$ cat config.mk
export PLATFORM = sky130hd
export DESIGN_NAME = packet_word_munge_flat
export DESIGN_NICKNAME = d
export VERILOG_FILES = /design/src/hdl/pwm_pkg.sv /design/src/hdl/pwm_word_if.sv /design/src/hdl/pwm_result_if.sv /design/src/hdl/pwm_lane.sv /design/src/hdl/packet_word_munge.sv /design/src/flat_wrapper.sv
export SDC_FILE = /design/constraint.sdc
export NUM_CORES = 1
export LEC_CHECK = 0
export BUFFER_PORTS_ARGS = -buffer_cell sky130_fd_sc_hd__clkbuf_2
export CELL_PAD_IN_SITES_DETAIL_PLACEMENT = 0
export CELL_PAD_IN_SITES_GLOBAL_PLACEMENT = 2
export CORE_MARGIN = 3
export CORE_UTILIZATION = 37
export CTS_CLUSTER_SIZE = 30
export DETAILED_ROUTE_END_ITERATION = 16
export PLACE_DENSITY = 0.88
export RECOVER_POWER = 50
export SETUP_SLACK_MARGIN = 0.2
export SYNTH_ARGS = -nofsm -noshare
export SYNTH_HDL_FRONTEND = slang
export SYNTH_SLANG_ARGS = --single-unit
export TNS_END_PERCENT = 10
$ cat constraint.sdc
create_clock -name clk -period 7.07 [get_ports clk]
set_clock_uncertainty 0.15 [all_clocks]
set_input_delay 0 -clock clk [delete_from_list [all_inputs] [get_ports clk]]
set_output_delay 0 -clock clk [all_outputs]
set_load 0.01 [all_outputs]
$ cat src/hdl/pwm_pkg.sv
// pwm_pkg: types, constants and key tables of the packet word scrambler
// no dependencies; imported by the interfaces and every module of the block
`timescale 1ns / 1ps

package pwm_pkg;

  localparam int WORD_W  = 32;
  localparam int COUNT_W = 3;
  localparam int KIND_W  = 3;
  localparam int INDEX_W = 4;
  localparam int LANES   = 4;
  localparam int BYTE_W  = 8;

  localparam logic [1:0] TABLE_NONE = 2'd3;

  typedef logic [WORD_W-1:0]  word_t;
  typedef logic [COUNT_W-1:0] count_t;
  typedef logic [KIND_W-1:0]  kind_t;
  typedef logic [INDEX_W-1:0] index_t;
  typedef logic [BYTE_W-1:0]  byte_t;

  // control shared by all byte lanes for one item
  typedef struct packed {
    logic [1:0] tsel;
    index_t     idx;
  } lane_ctrl_t;

  // fixed part of the key byte for lane j: 0xa5 | (j << j) | j
  function automatic byte_t lane_const(input int j);
    byte_t r;
    r = 8'hA5 | 8'((j << j) | j);
    return r;
  endfunction

  function automatic byte_t table_byte(input logic [1:0] tsel, input index_t pos);
    byte_t r;
    r = 8'h00;
    case (tsel)
      2'd0: begin
        case (pos)
          4'd0: r = 8'h7A;   4'd1: r = 8'h64;   4'd2: r = 8'h05;   4'd3: r = 8'hF1;
          4'd4: r = 8'h1B;   4'd5: r = 8'h9B;   4'd6: r = 8'hA0;   4'd7: r = 8'hB5;
          4'd8: r = 8'hCA;   4'd9: r = 8'hED;   4'd10: r = 8'h61;  4'd11: r = 8'h0D;
          4'd12: r = 8'h4A;  4'd13: r = 8'hDF;  4'd14: r = 8'h8E;  default: r = 8'hC7;
        endcase
      end
      2'd1: begin
        case (pos)
          4'd0: r = 8'h05;   4'd1: r = 8'h61;   4'd2: r = 8'h7A;   4'd3: r = 8'hED;
          4'd4: r = 8'h1B;   4'd5: r = 8'hCA;   4'd6: r = 8'h0D;   4'd7: r = 8'h9B;
          4'd8: r = 8'h4A;   4'd9: r = 8'hF1;   4'd10: r = 8'h64;  4'd11: r = 8'hC7;
          4'd12: r = 8'hB5;  4'd13: r = 8'h8E;  4'd14: r = 8'hDF;  default: r = 8'hA0;
        endcase
      end
      2'd2: begin
        case (pos)
          4'd0: r = 8'h20;   4'd1: r = 8'h07;   4'd2: r = 8'h13;   4'd3: r = 8'h61;
          4'd4: r = 8'h03;   4'd5: r = 8'h45;   4'd6: r = 8'h17;   4'd7: r = 8'h72;
          4'd8: r = 8'h0A;   4'd9: r = 8'h2D;   4'd10: r = 8'h48;  4'd11: r = 8'h0C;
          4'd12: r = 8'h4A;  4'd13: r = 8'h12;  4'd14: r = 8'hA9;  default: r = 8'hB5;
        endcase
      end
      default: r = 8'h00;
    endcase
    return r;
  endfunction

  function automatic word_t swap_bytes(input word_t w);
    return {w[7:0], w[15:8], w[23:16], w[31:24]};
  endfunction

endpackage

$ cat src/hdl/pwm_word_if.sv
// pwm_word_if: valid/ready channel carrying one packet word item
// depends on pwm_pkg
`timescale 1ns / 1ps

interface pwm_word_if;
  import pwm_pkg::*;

  logic   valid;
  logic   ready;
  word_t  data_word;
  count_t byte_count;
  word_t  seq_value;
  logic   first_word;
  kind_t  kind;

  modport source (output valid, data_word, byte_count, seq_value, first_word, kind,
                  input ready);
  modport sink   (input valid, data_word, byte_count, seq_value, first_word, kind,
                  output ready);
endinterface

$ cat src/hdl/pwm_result_if.sv
// pwm_result_if: valid/ready channel carrying one transformed word item
// depends on pwm_pkg
`timescale 1ns / 1ps

interface pwm_result_if;
  import pwm_pkg::*;

  logic   valid;
  logic   ready;
  word_t  result_word;
  count_t result_bytes;

  modport source (output valid, result_word, result_bytes, input ready);
  modport sink   (input valid, result_word, result_bytes, output ready);
endinterface

$ cat src/hdl/pwm_lane.sv
// pwm_lane: one byte lane, xors its byte with the lane key byte
// depends on pwm_pkg key tables
`timescale 1ns / 1ps

module pwm_lane #(
  parameter int LANE = 0
) (
  input  pwm_pkg::lane_ctrl_t ctrl,
  input  pwm_pkg::byte_t      data_byte,
  output pwm_pkg::byte_t      keyed_byte
);
  import pwm_pkg::*;

  localparam byte_t LANE_KEY = lane_const(LANE);

  index_t pos;
  byte_t  key;

  // table position wraps mod 16
  assign pos        = ctrl.idx + INDEX_W'(LANE);
  assign key        = LANE_KEY | table_byte(ctrl.tsel, pos);
  assign keyed_byte = data_byte ^ key;

endmodule

$ cat src/hdl/packet_word_munge.sv
// packet_word_munge: top level, word index, byte swaps, lane merge, output skid
// depends on pwm_pkg, pwm_word_if, pwm_result_if and pwm_lane
`timescale 1ns / 1ps
//
//  channel  | modport | payload
//  ---------+---------+-------------------------------------------------
//  words    | sink    | data_word, byte_count, seq_value, first_word, kind
//  results  | source  | result_word, result_bytes
//
//  one item per cycle while words.ready is high; a taken item is registered in the
//  output register, or in the skid entry when stalled; all four byte lanes and the
//  swap/merge logic feed both; this two-entry buffer keeps words.ready high while
//  one result waits; rst (synchronous) clears the word index and both entries
//  words.ready drops only when both output entries hold untaken results

module packet_word_munge (
  input logic          clk,
  input logic          rst,
  pwm_word_if.sink     words,
  pwm_result_if.source results
);
  import pwm_pkg::*;

  index_t     word_index;
  index_t     idx_use;
  logic       active;
  logic       reverse;
  logic       accept;
  lane_ctrl_t ctrl;
  word_t      pre;
  word_t      keyed;
  word_t      merged;
  word_t      next_word;

  logic   out_valid;
  word_t  out_word;
  count_t out_bytes;
  logic   skid_valid;
  word_t  skid_word;
  count_t skid_bytes;

  assign ctrl.tsel = words.kind[2:1];
  assign reverse   = words.kind[0];
  assign idx_use   = words.first_word ? '0 : word_index;
  assign ctrl.idx  = idx_use;
  // full word (count four or more) with a real table
  assign active    = words.byte_count[2] && (ctrl.tsel != TABLE_NONE);

  assign pre = reverse ? (words.data_word ^ words.seq_value)
                       : swap_bytes(words.data_word ^ words.seq_value);

  for (genvar j = 0; j < LANES; j++) begin : g_lane
    pwm_lane #(.LANE(j)) u_lane (
      .ctrl       (ctrl),
      .data_byte  (pre[BYTE_W*j +: BYTE_W]),
      .keyed_byte (keyed[BYTE_W*j +: BYTE_W])
    );
  end

  assign merged    = (reverse ? swap_bytes(keyed) : keyed) ^ ~words.seq_value;
  assign next_word = active ? merged : words.data_word;

  assign words.ready = !skid_valid;
  assign accept      = words.valid && words.ready;

  always_ff @(posedge clk) begin
    if (rst) begin
      word_index <= '0;
    end else if (accept) begin
      word_index <= active ? idx_use + 1'b1 : idx_use;
    end
  end

  always_ff @(posedge clk) begin
    if (rst) begin
      out_valid  <= 1'b0;
      skid_valid <= 1'b0;
    end else if (results.ready || !out_valid) begin
      if (skid_valid) begin
        out_valid  <= 1'b1;
        out_word   <= skid_word;
        out_bytes  <= skid_bytes;
        skid_valid <= 1'b0;
      end else begin
        out_valid <= accept;
        if (accept) begin
          out_word  <= next_word;
          out_bytes <= words.byte_count;
        end
      end
    end else if (accept) begin
      // output stalled: park the new item
      skid_valid <= 1'b1;
      skid_word  <= next_word;
      skid_bytes <= words.byte_count;
    end
  end

  assign results.valid        = out_valid;
  assign results.result_word  = out_word;
  assign results.result_bytes = out_bytes;

endmodule
$ cat src/flat_wrapper.sv
// flat-port wrapper written by rule: the top's interface ports become plain ports
module packet_word_munge_flat import pwm_pkg::*;
  (clk, rst, words_valid, words_data_word, words_byte_count, words_seq_value, words_first_word, words_kind, words_ready, results_valid, results_result_word, results_result_bytes, results_ready);
  pwm_word_if words_i ();
  pwm_result_if results_i ();
  input logic clk;
  input logic rst;
  input wire logic [$bits(words_i.valid)-1:0] words_valid;
  input wire logic [$bits(words_i.data_word)-1:0] words_data_word;
  input wire logic [$bits(words_i.byte_count)-1:0] words_byte_count;
  input wire logic [$bits(words_i.seq_value)-1:0] words_seq_value;
  input wire logic [$bits(words_i.first_word)-1:0] words_first_word;
  input wire logic [$bits(words_i.kind)-1:0] words_kind;
  output wire logic [$bits(words_i.ready)-1:0] words_ready;
  output wire logic [$bits(results_i.valid)-1:0] results_valid;
  output wire logic [$bits(results_i.result_word)-1:0] results_result_word;
  output wire logic [$bits(results_i.result_bytes)-1:0] results_result_bytes;
  input wire logic [$bits(results_i.ready)-1:0] results_ready;
  assign words_i.valid = words_valid;
  assign words_i.data_word = words_data_word;
  assign words_i.byte_count = words_byte_count;
  assign words_i.seq_value = words_seq_value;
  assign words_i.first_word = words_first_word;
  assign words_i.kind = words_kind;
  assign words_ready = words_i.ready;
  assign results_valid = results_i.valid;
  assign results_result_word = results_i.result_word;
  assign results_result_bytes = results_i.result_bytes;
  assign results_i.ready = results_ready;
  packet_word_munge u_core (.clk(clk), .rst(rst), .words(words_i), .results(results_i));
endmodule
Yosys cells after proc, flatten, opt, wreduce, memory -nomap -nowiden
Memory sizes are Yosys's and may differ from the RTL's.
Cells that the tools add are included.

word-level totals
  input bits = 75
  memories = 12
  output and inout bits = 37
  bits in read-only memories = 1536
  word-level logic and storage cells = 58
  register bits = 76

operators by class
  bitwise gates (word level) = 9
  muxes and demuxes = 14
  eq/ne operators = 3
  reductions and logical operators = 10
  add/subtract/negate cells = 3

memories
  memory            depth  bits a word  read ports  clocked after memory_dff  write ports  RTL line       source
  (name not given)  16     8            1           0                         0            pwm_pkg.sv:40  case (pos)
  (name not given)  16     8            1           0                         0            pwm_pkg.sv:48  case (pos)
  (name not given)  16     8            1           0                         0            pwm_pkg.sv:56  case (pos)
  (name not given)  16     8            1           0                         0            pwm_pkg.sv:40
  (name not given)  16     8            1           0                         0            pwm_pkg.sv:48
  (name not given)  16     8            1           0                         0            pwm_pkg.sv:56
  6 more memories   --     --           --          --                        --           --

operator list
  kind                                           number
  2-to-1 mux 32 bit                              5
  case mux 7 bit (3 select lines)                4
  XOR 32 bit                                     2
  inverter 32 bit                                1
  XOR 8 bit                                      4
  adder 4 x 2 -> 4 bit, second input constant    2
  2-to-1 mux 4 bit                               2
  2-to-1 mux 3 bit                               2
  AND reduction 3 bit                            2
  adder 4 x 1 -> 4 bit, second input constant    1
  == test 2 x 1 -> 1 bit, second input constant  1
  == test 2 bit, second input constant           1
  logical AND 1 bit                              2
  logical NOT 1 bit                              2
  logical NOT 2 bit                              1
  != test 2 bit, second input constant           1
  inverter 1 bit                                 2
  nonzero test 2 bit                             1
  OR reduction 2 bit                             1
  logical OR 1 bit                               1
  2-to-1 mux 1 bit                               1

Depth between registers and ports, before layout
Gate-level depths: netlist of the first run.
An unclocked memory read counts as a cell.

  depth in word-level cells = 10
  depth in mapped cells = 14
  gate-level depth less buffers = 11

By module
From an unflattened synthesis of the first run, not the netlist that was laid out.

second synthesis, totals
  cells, all modules = 713
  area total of the unflattened synthesis = 6348.6 um^2

modules (own cells, without submodules)
  module                               area an instance (um^2)  instances  sequential area each (um^2)  cells an instance
  packet_word_munge                    4595.7                   1          2222.1                       468
  pwm_lane at u_core.g_lane[1].u_lane  674.4                    1          0.0                          98
  pwm_lane at u_core.g_lane[0].u_lane  526.8                    1          0.0                          75
  pwm_lane at u_core.g_lane[2].u_lane  354.1                    1          0.0                          42
  pwm_lane at u_core.g_lane[3].u_lane  197.7                    1          0.0                          30

Worst setup path before layout of the first run
No wires, ideal clock.

  path type = register to register
  start point = reg u_core.skid_valid
  end point = reg u_core.out_bytes[0] (netlist: u_core.results.result_bytes[0]) (enable)
  arrival = 3.356 ns
  clock period less this slack = 3.976 ns
  path buffers = 2
  data required time = 6.449 ns
  library setup time = 0.471 ns
  cell stages (with the launch flop) = 5
  setup slack = 3.094 ns
  path through = dfxtp_1 -> clkbuf_1 -> buf_1 -> nor2_1 -> nor3_1

between the ends
  longest elaborated chain between the ends = 4

ends and longest elaborated chain
  item                                    RTL line                 source
  start, declared                         packet_word_munge.sv:38  logic skid_valid;
  start signal, assigned                  packet_word_munge.sv:77  skid_valid <= 1'b0;
  start signal, assigned                  packet_word_munge.sv:83  skid_valid <= 1'b0;
  start signal, assigned                  packet_word_munge.sv:93  skid_valid <= 1'b1;
  logical NOT 1 bit                       packet_word_munge.sv:63  assign words.ready = !skid_valid;
  logical AND 1 bit                       packet_word_munge.sv:64  assign accept = words.valid && words.ready;
  nonzero test 2 bit (no source line) *   --
  AND reduction 3 bit (no source line) *  --
  end signal, assigned                    packet_word_munge.sv:82  out_bytes <= skid_bytes;
  end signal, assigned                    packet_word_munge.sv:88  out_bytes <= words.byte_count;
  end, declared                           packet_word_munge.sv:37  count_t out_bytes;

Mark *: on every way between the ends. The rest lies on a longest branch, timed or not.
A chain may end at the register's enable or synchronous reset.

Final worst setup path of the first run
  start point = reg u_core.word_index[2]
  end point = reg u_core.out_word[19] (netlist: u_core.results.result_word[19]), data pin

between the ends
  longest elaborated chain between the ends = 10
  elaborated cells on any way between the ends = 12
  those cells by class = add/sub: 1; mux: 6; bitwise: 2; memory: 3

ends and longest elaborated chain
  item                                           RTL line                 source
  start, declared                                packet_word_munge.sv:24  index_t word_index;
  start signal, assigned                         packet_word_munge.sv:70  word_index <= active ? idx_use + 1'b1 : idx_use;
  2-to-1 mux 4 bit *                             packet_word_munge.sv:44  assign idx_use = words.first_word ? '0 : word_index;
  adder 4 x 1 -> 4 bit *                         pwm_lane.sv:20           assign pos = ctrl.idx + INDEX_W'(LANE);
  memory (16 x 8 bit), on equally long branches  --
  case mux 7 bit (3 select lines) *              pwm_pkg.sv:38            case (tsel)
  XOR 8 bit *                                    pwm_lane.sv:22           assign keyed_byte = data_byte ^ key;
  2-to-1 mux 32 bit *                            packet_word_munge.sv:60  assign merged = (reverse ? swap_bytes(keyed) : keyed) ^ ~words.seq_value;
  XOR 32 bit *                                   packet_word_munge.sv:60
  2-to-1 mux 32 bit *                            packet_word_munge.sv:61  assign next_word = active ? merged : words.data_word;
  2-to-1 mux 32 bit *                            packet_word_munge.sv:86  if (accept) begin
  2-to-1 mux 32 bit *                            packet_word_munge.sv:79  if (skid_valid) begin
  end signal, assigned                           packet_word_munge.sv:81  out_word <= skid_word;
  end signal, assigned                           packet_word_munge.sv:87  out_word <= next_word;
  end, declared                                  packet_word_munge.sv:36  word_t out_word;

Mark *: on every way between the ends. The rest lies on a longest branch, timed or not. The select of a mux whose other input is x is not followed.

==> flow_summary.toml, run 1 <==
[clocking]
post-cts-setup-buffers = 0
root_buffer = "clkbuf_16"
cts_buffer_depth = 2
cts_buffers = 9
clk_latency_ps = 340
htreeDepth = 3
clock_sinks = 76
clk_pin_slew_ps = 60
cts_resized = 0
tritoncts = "built"

[worst_setup_path]
crit_top_cell = "nor3b_1"
r2r-start = "u_core.word_index[2]"
crit_required_ps = 6980
rr_worst_depth = 9
endpoint_kind = "flip-flop"
crit_chain = "nor2b_4, ha_1, nor4bb_4, a21o_4, mux4_2, o2bb2ai_2, nor3b_1, nor3b_1, o31ai_1"
r2r_end = "u_core.results.result_word[19]"
reg2reg_slack_ps = 2940
critPathMaxFanout = 26
path_buf_inv = 0
crit_slowest_cell = "dfxtp_1"
cp-start-kind = "flip-flop"
cpPeakStageDelay_ps = 920
cp_top_family = "simple AND/OR/NAND/NOR gates"
crit_type = "flip-flop to flip-flop"
cp.arrival_ps = 4040

[timing]
hold_viol = 0
setup_ws_ps = 2940
worstMarginPinSlew_ps = 2080
fin_crit_sh_pct = 58.4
maxSlewViolCount = 165
fmaxAchievable_mhz = 242
finalSetupViolations = 0
rsz0062_at_grt = "no"
min_period_ps = 4130
relSlewSlack_pct = -38.8
fin_setup_tns_ps = 0

[die]
dieArea_mm2 = 0.0163
ios = 112
fp.dieW_um = 128
dieHeight_um = 128
start_util_pct = 38.7
num_rows = 43
core-area_mm2 = 0.0141

[finish]
multiInputGateArea_mm2 = 0.00300
nets = 769
seq_area_mm2 = 0.00222
filler_cell_count = 1331
areaGrowthSynthToFinish_pct = 24.5
fin_area_mm2 = 0.00682
diodes = 0
drive_gt1_share_pct = 20.2

[pwr]
switching_share_pct = 25.8
intPower_uw = 949
power.density_mw_per_mm2 = 188
p_sw_uw = 330
power_uw = 1280
combPwrFrac_pct = 19.4
peakVddDrop_uv = 101
power_leakage_uw = 0.00252
clkPwrFrac_pct = 39.6
seqPwrFrac_pct = 41.0

[synthesis]
synth.avg_cell_area_um2 = 9.95
synth_area_mm2 = 0.00547
yosysUniqueCellTypes = 75
ys_seq_elements = 76
synth_edf_count = 70
yosysWarnings = 0
syn_nets = 637
synth_async_sr_flop_share_pct = 0
synthFlopType = "edfxtp_1"
seq_area_frac_synth_pct = 40.6
syn-instance-count = 550

[placement]
dp_hpwl_mm = 10.8
gp_congestion = 0.861
placed_area_mm2 = 0.00610
portBuffers = 111
pre_cts_ws_ps = 3030

[min_path]
hp-class = "primary input to flip-flop"
worstHoldPathCells = 4
hp-start = "words_seq_value[10]"
whs_endpoint = "u_core.skid_word[18]"

[grt]
grt_pass1_wl_mm = 24.8
grt_max_degree = 59
grt_use_total_pct = 18.9
grt_overflow_total = 0
grt_pass1_vias = 4811
antenna_found_initial = 0

[routing]
drt_iter0_markers = 296
ant_nets = 0
totalWireLength_mm = 15.4
viasPerCell = 5.41
via_count = 4692
route.detailed.drc = 0
wire_per_inst_um = 17.7
drtPass1Iterations = 5

[run_status]
violations = "capacitance limit, slew limit"
status = "complete, but fails checks"

[run]
maxCapViolCount = 4
==> metrics by stage <==
| stage | cells | hold WS (ps) | util (%) |
|---|---|---|---|
| 2_1_floorplan | 550 | -51.1 | - |
| 5_1_grt | 867 | 121 | 48.2 |
| 3_5_place_dp | 806 | 57.5 | 43.1 |
| 3_3_place_gp | 806 | 49.8 | 43.1 |
| 6_report | 867 | 90.9 | 48.2 |
| 4_1_cts | 867 | 87.2 | 48.7 |
==> final cells by class <==
class	instances	area share, %
inverter	16	0.881
clock inverter	7	1.54
multi-input combinational	418	44.0
clock buffer	9	3.30
timing repair buffer	161	14.4
sequential	76	32.6
tap	180	3.30
==> power groups by stage <==
stage | combinational, uW | sequential, uW | clock, uW
after detailed placement | 227 | 534 | 0
final | 248 | 525 | 506
after global routing | 274 | 527 | 538
after CTS | 252 | 525 | 518
after global placement | 223 | 533 | 0
after floorplan | 147 | 540 | 0
==> worst min-delay path, stage by stage <==
cell	delay, ps
clkbuf_2	80
xor2_1	100
xnor2_1	130
o21ai_0	90
==> state kept, by name, indices dropped and copies added, names as in the netlist <==
register,cells
u_core.results.result_bytes,3
u_core.skid_word,32
u_core.results.valid,1
u_core.word_index,4
u_core.results.result_word,32
u_core.skid_bytes,3
u_core.skid_valid,1
==> placed cells by master (no fill, tap or decap), types with 4 or more instances in the layout <==
cell type / netlist / final
nor2_1: 36 / 36
nand2b_1: 12 / 12
clkbuf_2: 0 / 72
and2_1: 5 / 4
o31ai_1: 7 / 7
nand3_1: 9 / 9
nor2b_1: 6 / 6
ha_1: 12 / 12
xor2_1: 23 / 23
inv_1: 13 / 13
o221ai_1: 4 / 4
or3_1: 4 / 4
o21ai_1: 4 / 4
xnor2_1: 39 / 39
clkbuf_1: 19 / 42
nor3_1: 15 / 14
mux2_2: 27 / 27
dfxtp_1: 6 / 6
nand2_1: 54 / 54
clkbuf_16: 0 / 9
o21ai_0: 37 / 37
edfxtp_1: 70 / 70
mux2i_1: 13 / 13
a31oi_1: 9 / 9
nand4_1: 4 / 4
dlygate4sd3_1: 0 / 45
a211oi_1: 8 / 8
a21oi_1: 24 / 24
o211ai_1: 4 / 4
==> routing by layer <==
metal  GRT usage [%]  routed length [um]  up-vias
li1                -                   -     2279
met1            24.3                6780     2247
met2            32.6                7500      144
met3            3.39                 831       22
met4            5.43                 242        0
met5               0                   0        -
==> cell usage after synthesis (all sizes together), types with 12 or more instances <==
| library cell | count | area [um^2] |
|---|---|---|
| nand2b | 13 | 88.8 |
| mux2 | 28 | 319 |
| inv | 14 | 52.6 |
| buf | 21 | 129 |
| nand2 | 55 | 209 |
| nor2 | 36 | 135 |
| nor3 | 17 | 95.1 |
| mux2i | 13 | 130 |
| edfxtp | 70 | 2100 |
| ha | 12 | 150 |
| clkbuf | 19 | 71.3 |
| a21oi | 25 | 129 |
| o21ai | 41 | 205 |
| xor2 | 23 | 201 |
| xnor2 | 40 | 369 |
==> cells by family (layout without fill, tap and decap cells) <==
kind of cell / Yosys count / after routing / synth area share, %
flops: 76 / 76 / 40.6
compound gates: 132 / 132 / 16.4
mux: 43 / 43 / 9.03
xor+xnor: 63 / 63 / 10.4
buf+inv: 56 / 193 / 4.75
fa+ha+maj: 12 / 12 / 2.74
simple gates: 168 / 168 / 16.0
==> timing repair <==
item	in CTS	in global routing
hold endpoints to repair	55	0
setup endpoints to repair	0	0
hold buffers	45	0
==> how the worst max path moves through the flow <==
stage | start | to | slack, ps | cells past startpoint
after floorplan | u_core.skid_valid | u_core.results.result_bytes[0] | 3090 | 4
after global placement | u_core.word_index[2] | u_core.results.result_word[19] | 3120 | 9
after detailed placement | u_core.word_index[2] | u_core.results.result_word[19] | 3030 | 9
after CTS | u_core.word_index[2] | u_core.results.result_word[19] | 3000 | 9
after global routing | u_core.word_index[2] | u_core.results.result_word[19] | 2690 | 9
final | u_core.word_index[2] | u_core.results.result_word[19] | 2940 | 9
No activity file was read; power rests on OpenSTA's default activity.
==> run 2: changes to the inputs <==
--- a/config.mk
+++ b/config.mk
@@ -9,10 +9,10 @@
 export CELL_PAD_IN_SITES_DETAIL_PLACEMENT = 0
 export CELL_PAD_IN_SITES_GLOBAL_PLACEMENT = 2
 export CORE_MARGIN = 3
-export CORE_UTILIZATION = 37
+export CORE_UTILIZATION = 31
 export CTS_CLUSTER_SIZE = 30
 export DETAILED_ROUTE_END_ITERATION = 16
-export PLACE_DENSITY = 0.88
+export PLACE_DENSITY = 0.79
 export RECOVER_POWER = 50
 export SETUP_SLACK_MARGIN = 0.2
 export SYNTH_ARGS = -nofsm -noshare
==> constraint.sdc (replaced) <==
create_clock -name clk -period 3.3 [get_ports clk]
set_clock_uncertainty 0.15 [all_clocks]
set_input_delay 0 -clock clk [delete_from_list [all_inputs] [get_ports clk]]
set_output_delay 0 -clock clk [all_outputs]
set_load 0.01 [all_outputs]
==> flow_summary.toml, run 2 (synthesis results as in run 1) <==
[run_status]
status = "finished, final reports clean"

[clocking]
clk_latency_ps = 340
post-cts-setup-buffers = 0
tritoncts = "built"
cts_buffers = 9
cts_buffer_depth = 2
htreeDepth = 3
root_buffer = "clkbuf_16"
clk_pin_slew_ps = 70
clock_sinks = 76

[finish]
fin_util_pct = 41.9
final_common_cell = "clkbuf_2"
drive_gt1_share_pct = 24.2
areaGrowthSynthToFinish_pct = 29.5
diodes = 0
filler_cell_count = 1694
final_cell_mix = "73 x clkbuf_2, 70 x edfxtp_1, 54 x nand2_1"
nets = 796

[routing]
drt_iter0_markers = 351
ant_nets = 0
viasPerCell = 5.14
wl_met3_um = 798
wire_per_inst_um = 17.8
drtPass1Iterations = 5
totalWireLength_mm = 16.6
wl_met1_mm = 7.64
top_layer_used = "met4"
via_count = 4802
route.detailed.drc = 0
wl_met2_mm = 7.83

[timing]
relSlewSlack_pct = 28.3
rsz0062_at_grt = "yes"
maxSlewViolCount = 0
finalSetupViolations = 0
min_period_ps = 3040
fin_crit_sh_pct = 92.2
worstMarginPinSlew_ps = 1080
fin_setup_tns_ps = 0
setup_ws_ps = 257
hold_viol = 0
holdWs_ps = 108
fmaxAchievable_mhz = 329

[grt]
grt_pass1_vias = 4753
grt_overflow_total = 0
grt_use_total_pct = 16.9
grt_max_degree = 36
antenna_found_initial = 0
grt_pass1_wl_mm = 26.6

[pwr]
power_leakage_uw = 0.00266
seqPwrFrac_pct = 40.7
switching_share_pct = 26.2
combPwrFrac_pct = 19.6
intPower_uw = 2040
clkPwrFrac_pct = 39.7
p_sw_uw = 721
power.density_mw_per_mm2 = 389
peakVddDrop_uv = 302

[placement]
gp_congestion = 0.901
dp_hpwl_mm = 12.3
pre_cts_ws_ps = 249
portBuffers = 111

[die]
dieArea_mm2 = 0.0193
dieHeight_um = 139
num_rows = 47
fp.dieW_um = 139
core-area_mm2 = 0.0169
ios = 112
start_util_pct = 32.3

[run]
maxCapViolCount = 0

[worst_setup_path]
cp_top_family = "simple AND/OR/NAND/NOR gates"
cpPeakStageDelay_ps = 520
path_buf_inv = 1
crit_slowest_cell = "mux4_2"
cp.arrival_ps = 2960
cp-start-kind = "flip-flop"
crit_type = "flip-flop to flip-flop"
crit_chain = "nand2b_1, inv_1, ha_1, nor4bb_4, a21o_4, mux4_2, o2bb2ai_2, nor3b_1, nor3b_1, o31ai_1"
crit_required_ps = 3210
crit_top_cell = "nor3b_1"
reg2reg_slack_ps = 260
rr_worst_depth = 10
r2r_end = "u_core.results.result_word[19]"
r2r-start = "u_core.word_index[1]"
endpoint_kind = "flip-flop"
critPathMaxFanout = 7

[min_path]
whs_endpoint = "u_core.skid_word[15]"
hp-class = "primary input to flip-flop"
worstHoldPathCells = 4
hp-start = "words_seq_value[23]"
run 2: changes by cell type in the layout (fill, tap and decap cells not counted), sizes merged:
cell,before,now
buf,2,33
dlygate4sd3,45,41
clkinv,2,4
clkinvlp,1,0
inv,18,17
run 2: layout make-up:
type / count / area [um^2] / share of cell area, %
multi-input combinational: 418 / 3020 / 42.6
clock inverter: 7 / 106 / 1.50
inverter: 16 / 60.1 / 0.847
timing repair buffer: 188 / 1180 / 16.6
sequential: 76 / 2220 / 31.3
clock buffer: 9 / 225 / 3.18
tap: 220 / 275 / 3.88
run 2: worst max-delay path by stage:
| stage | startpoint | end | slack [ps] | depth (start not counted) |
|---|---|---|---|---|
| finish | u_core.word_index[1] | u_core.results.result_word[19] | 260 | 10 |
| global route | u_core.word_index[1] | u_core.results.result_word[25] | 60 | 10 |
| CTS | u_core.word_index[1] | u_core.results.result_word[20] | 230 | 11 |
| detailed placement | u_core.word_index[1] | u_core.results.result_word[20] | 250 | 11 |
| global placement | u_core.word_index[2] | u_core.results.result_word[20] | 300 | 10 |
| floorplan | u_core.skid_valid | u_core.skid_bytes[0] | -390 | 4 |
run 2: tightest hold or removal path, cell delays in order:
cell,delay (ps)
clkbuf_2,80
xor2_1,90
xnor2_1,130
o21ai_0,100
run 2: layer usage:
layer	track usage, %	vias up
met5	0	-
met2	27.4	160
li1	-	2334
met3	2.76	27
met1	23.2	2281
met4	5.30	0
run 2: power by group through the flow:
stage / clock [uW] / sequential, uW / combinational, uW
final: 1100 / 1120 / 540
after CTS: 1120 / 1120 / 550
after detailed placement: 0 / 1140 / 505
after global routing: 1160 / 1120 / 599
after global placement: 0 / 1140 / 499
after floorplan: 0 / 1160 / 316
run 2: per-stage QoR:
step                      cells  power, uW  area (um^2)
after floorplan             550       1470         5480
after detailed placement    877       1650         6390
after global placement      877       1640         6390
after CTS                   934       2790         7140
after global routing        934       2880         7090
final                       934       2760         7090
run 2: what timing repair did:
action	4_1_cts	5_1_grt
hold endpoints to repair	52	0
endpoints found under the setup margin	0	16
hold buffers	41	0
resized for setup	0	3
==> run 3: changes to the inputs <==
--- a/config.mk
+++ b/config.mk
@@ -9,10 +9,10 @@
 export CELL_PAD_IN_SITES_DETAIL_PLACEMENT = 0
 export CELL_PAD_IN_SITES_GLOBAL_PLACEMENT = 2
 export CORE_MARGIN = 3
-export CORE_UTILIZATION = 31
+export CORE_UTILIZATION = 37
 export CTS_CLUSTER_SIZE = 30
 export DETAILED_ROUTE_END_ITERATION = 16
-export PLACE_DENSITY = 0.79
+export PLACE_DENSITY = 0.88
 export RECOVER_POWER = 50
 export SETUP_SLACK_MARGIN = 0.2
 export SYNTH_ARGS = -nofsm -noshare
==> constraint.sdc (replaced) <==
create_clock -name clk -period 3.7 [get_ports clk]
set_clock_uncertainty 0.15 [all_clocks]
set_input_delay 0 -clock clk [delete_from_list [all_inputs] [get_ports clk]]
set_output_delay 0 -clock clk [all_outputs]
set_load 0.01 [all_outputs]
==> flow_summary.toml, run 3 (synthesis results as in run 1) <==
[timing]
hold_viol = 0
holdWs_ps = 84.5
rsz0062_at_grt = "yes"
worstMarginPinSlew_ps = 1150
fin_setup_tns_ps = 0
min_period_ps = 3310
maxSlewViolCount = 0
fin_crit_sh_pct = 89.6
finalSetupViolations = 0
relSlewSlack_pct = 23.4
fmaxAchievable_mhz = 302

[finish]
fin_util_pct = 49.0
filler_cell_count = 1358
areaGrowthSynthToFinish_pct = 26.6
nets = 785
final_common_cell = "clkbuf_2"
fin_cells = 883
final_cell_mix = "76 x clkbuf_2, 70 x edfxtp_1, 54 x nand2_1"
drive_gt1_share_pct = 22.3
diodes = 0

[clocking]
root_buffer = "clkbuf_16"
cts_buffers = 9
post-cts-setup-buffers = 0
tritoncts = "built"
clk_pin_slew_ps = 70
clk_latency_ps = 330
htreeDepth = 3
clock_sinks = 76
cts_buffer_depth = 2

[pwr]
peakVddDrop_uv = 197
switching_share_pct = 26.2
intPower_uw = 1740
power.density_mw_per_mm2 = 340
power_leakage_uw = 0.00260
clkPwrFrac_pct = 37.3
power_uw = 2360
combPwrFrac_pct = 20.3
seqPwrFrac_pct = 42.4
p_sw_uw = 616

[grt]
grt_overflow_total = 0
grt_pass1_wl_mm = 24.6
antenna_found_initial = 0
grt_max_degree = 40
grt_pass1_vias = 4643
grt_use_total_pct = 18.8

[die]
fp.dieW_um = 128
core-area_mm2 = 0.0141
num_rows = 43
ios = 112
dieArea_mm2 = 0.0163
dieHeight_um = 128
start_util_pct = 38.7

[placement]
place_inst = 820
portBuffers = 111
gp_congestion = 0.943
dp_hpwl_mm = 10.9

[routing]
drt_iter0_markers = 365
wire_per_inst_um = 17.4
drtPass1Iterations = 5
via_count = 4723
route.detailed.drc = 0
totalWireLength_mm = 15.4
viasPerCell = 5.35
ant_nets = 0

[run_status]
status = "finished, final reports clean"

[worst_setup_path]
endpoint_kind = "flip-flop"
critPathMaxFanout = 22
cp.arrival_ps = 3240
r2r-start = "u_core.word_index[0]"
startpoint = "words_first_word"
crit_type = "primary input to flip-flop"
crit_required_ps = 3620
cp-start-kind = "primary input"

[run]
maxCapViolCount = 0

[min_path]
hp-class = "primary input to flip-flop"
hp-start = "words_seq_value[23]"
[run 3: through the flow]
step	setup slack, ps	area [um^2]
3_3_place_gp	601	6220
2_1_floorplan	8.19	5480
6_report	386	6930
4_1_cts	422	6990
5_1_grt	135	6930
3_5_place_dp	544	6220
[run 3: power by group through the flow]
| stage | combinational [uW] | clock, uW | sequential [uW] |
|---|---|---|---|
| after CTS | 487 | 895 | 1000 |
| after detailed placement | 436 | 0 | 1020 |
| after global placement | 432 | 0 | 1020 |
| after global routing | 530 | 933 | 1000 |
| final | 478 | 879 | 1000 |
| after floorplan | 282 | 0 | 1030 |
[run 3: timing repair]
item / in CTS / in global routing
resized for setup: 0 / 1
setup endpoints to repair: 0 / 4
hold endpoints to repair: 54 / 0
hold buffers: 47 / 0
[run 3: path summary, 6_finish.rpt]
| check | cells past startpoint | end | slack [ps] |
|---|---|---|---|
| setup / recovery | 13 | u_core.results.result_word[14] | 390 |
| hold / removal | 4 | u_core.skid_word[15] | 80 |
| setup reg to reg | 11 | u_core.results.result_word[20] | 500 |
| hold reg to reg | 2 | u_core.results.result_word[1] | 390 |
[run 3: final cells by class]
type	instances	area [um^2]	area share [%]
inverters	16	60.1	0.867
clock inverters	7	73.8	1.07
flip-flops and latches	76	2220	32.1
clock buffers	9	225	3.25
multi-input cells	418	3010	43.5
well taps	180	225	3.25
repair buffers	177	1110	16.0
[run 3: layer usage]
metal  GRT usage, %  vias up  wire [um]
li1               -     2303          -
met1           25.6     2290       7110
met2           31.2      122       7400
met3           3.09        8        729
met4           4.74        0        148
met5              0        -          0
[run 3: worst max-delay path: stages]
cell	delay [ps]
dlygate4sd3_1	530
clkbuf_2	150
buf_4	240
nor2b_4	200
inv_2	140
ha_1	450
inv_1	150
a221o_1	340
o221ai_1	170
a31oi_1	120
nor3_2	300
nor3_1	100
or3b_1	350
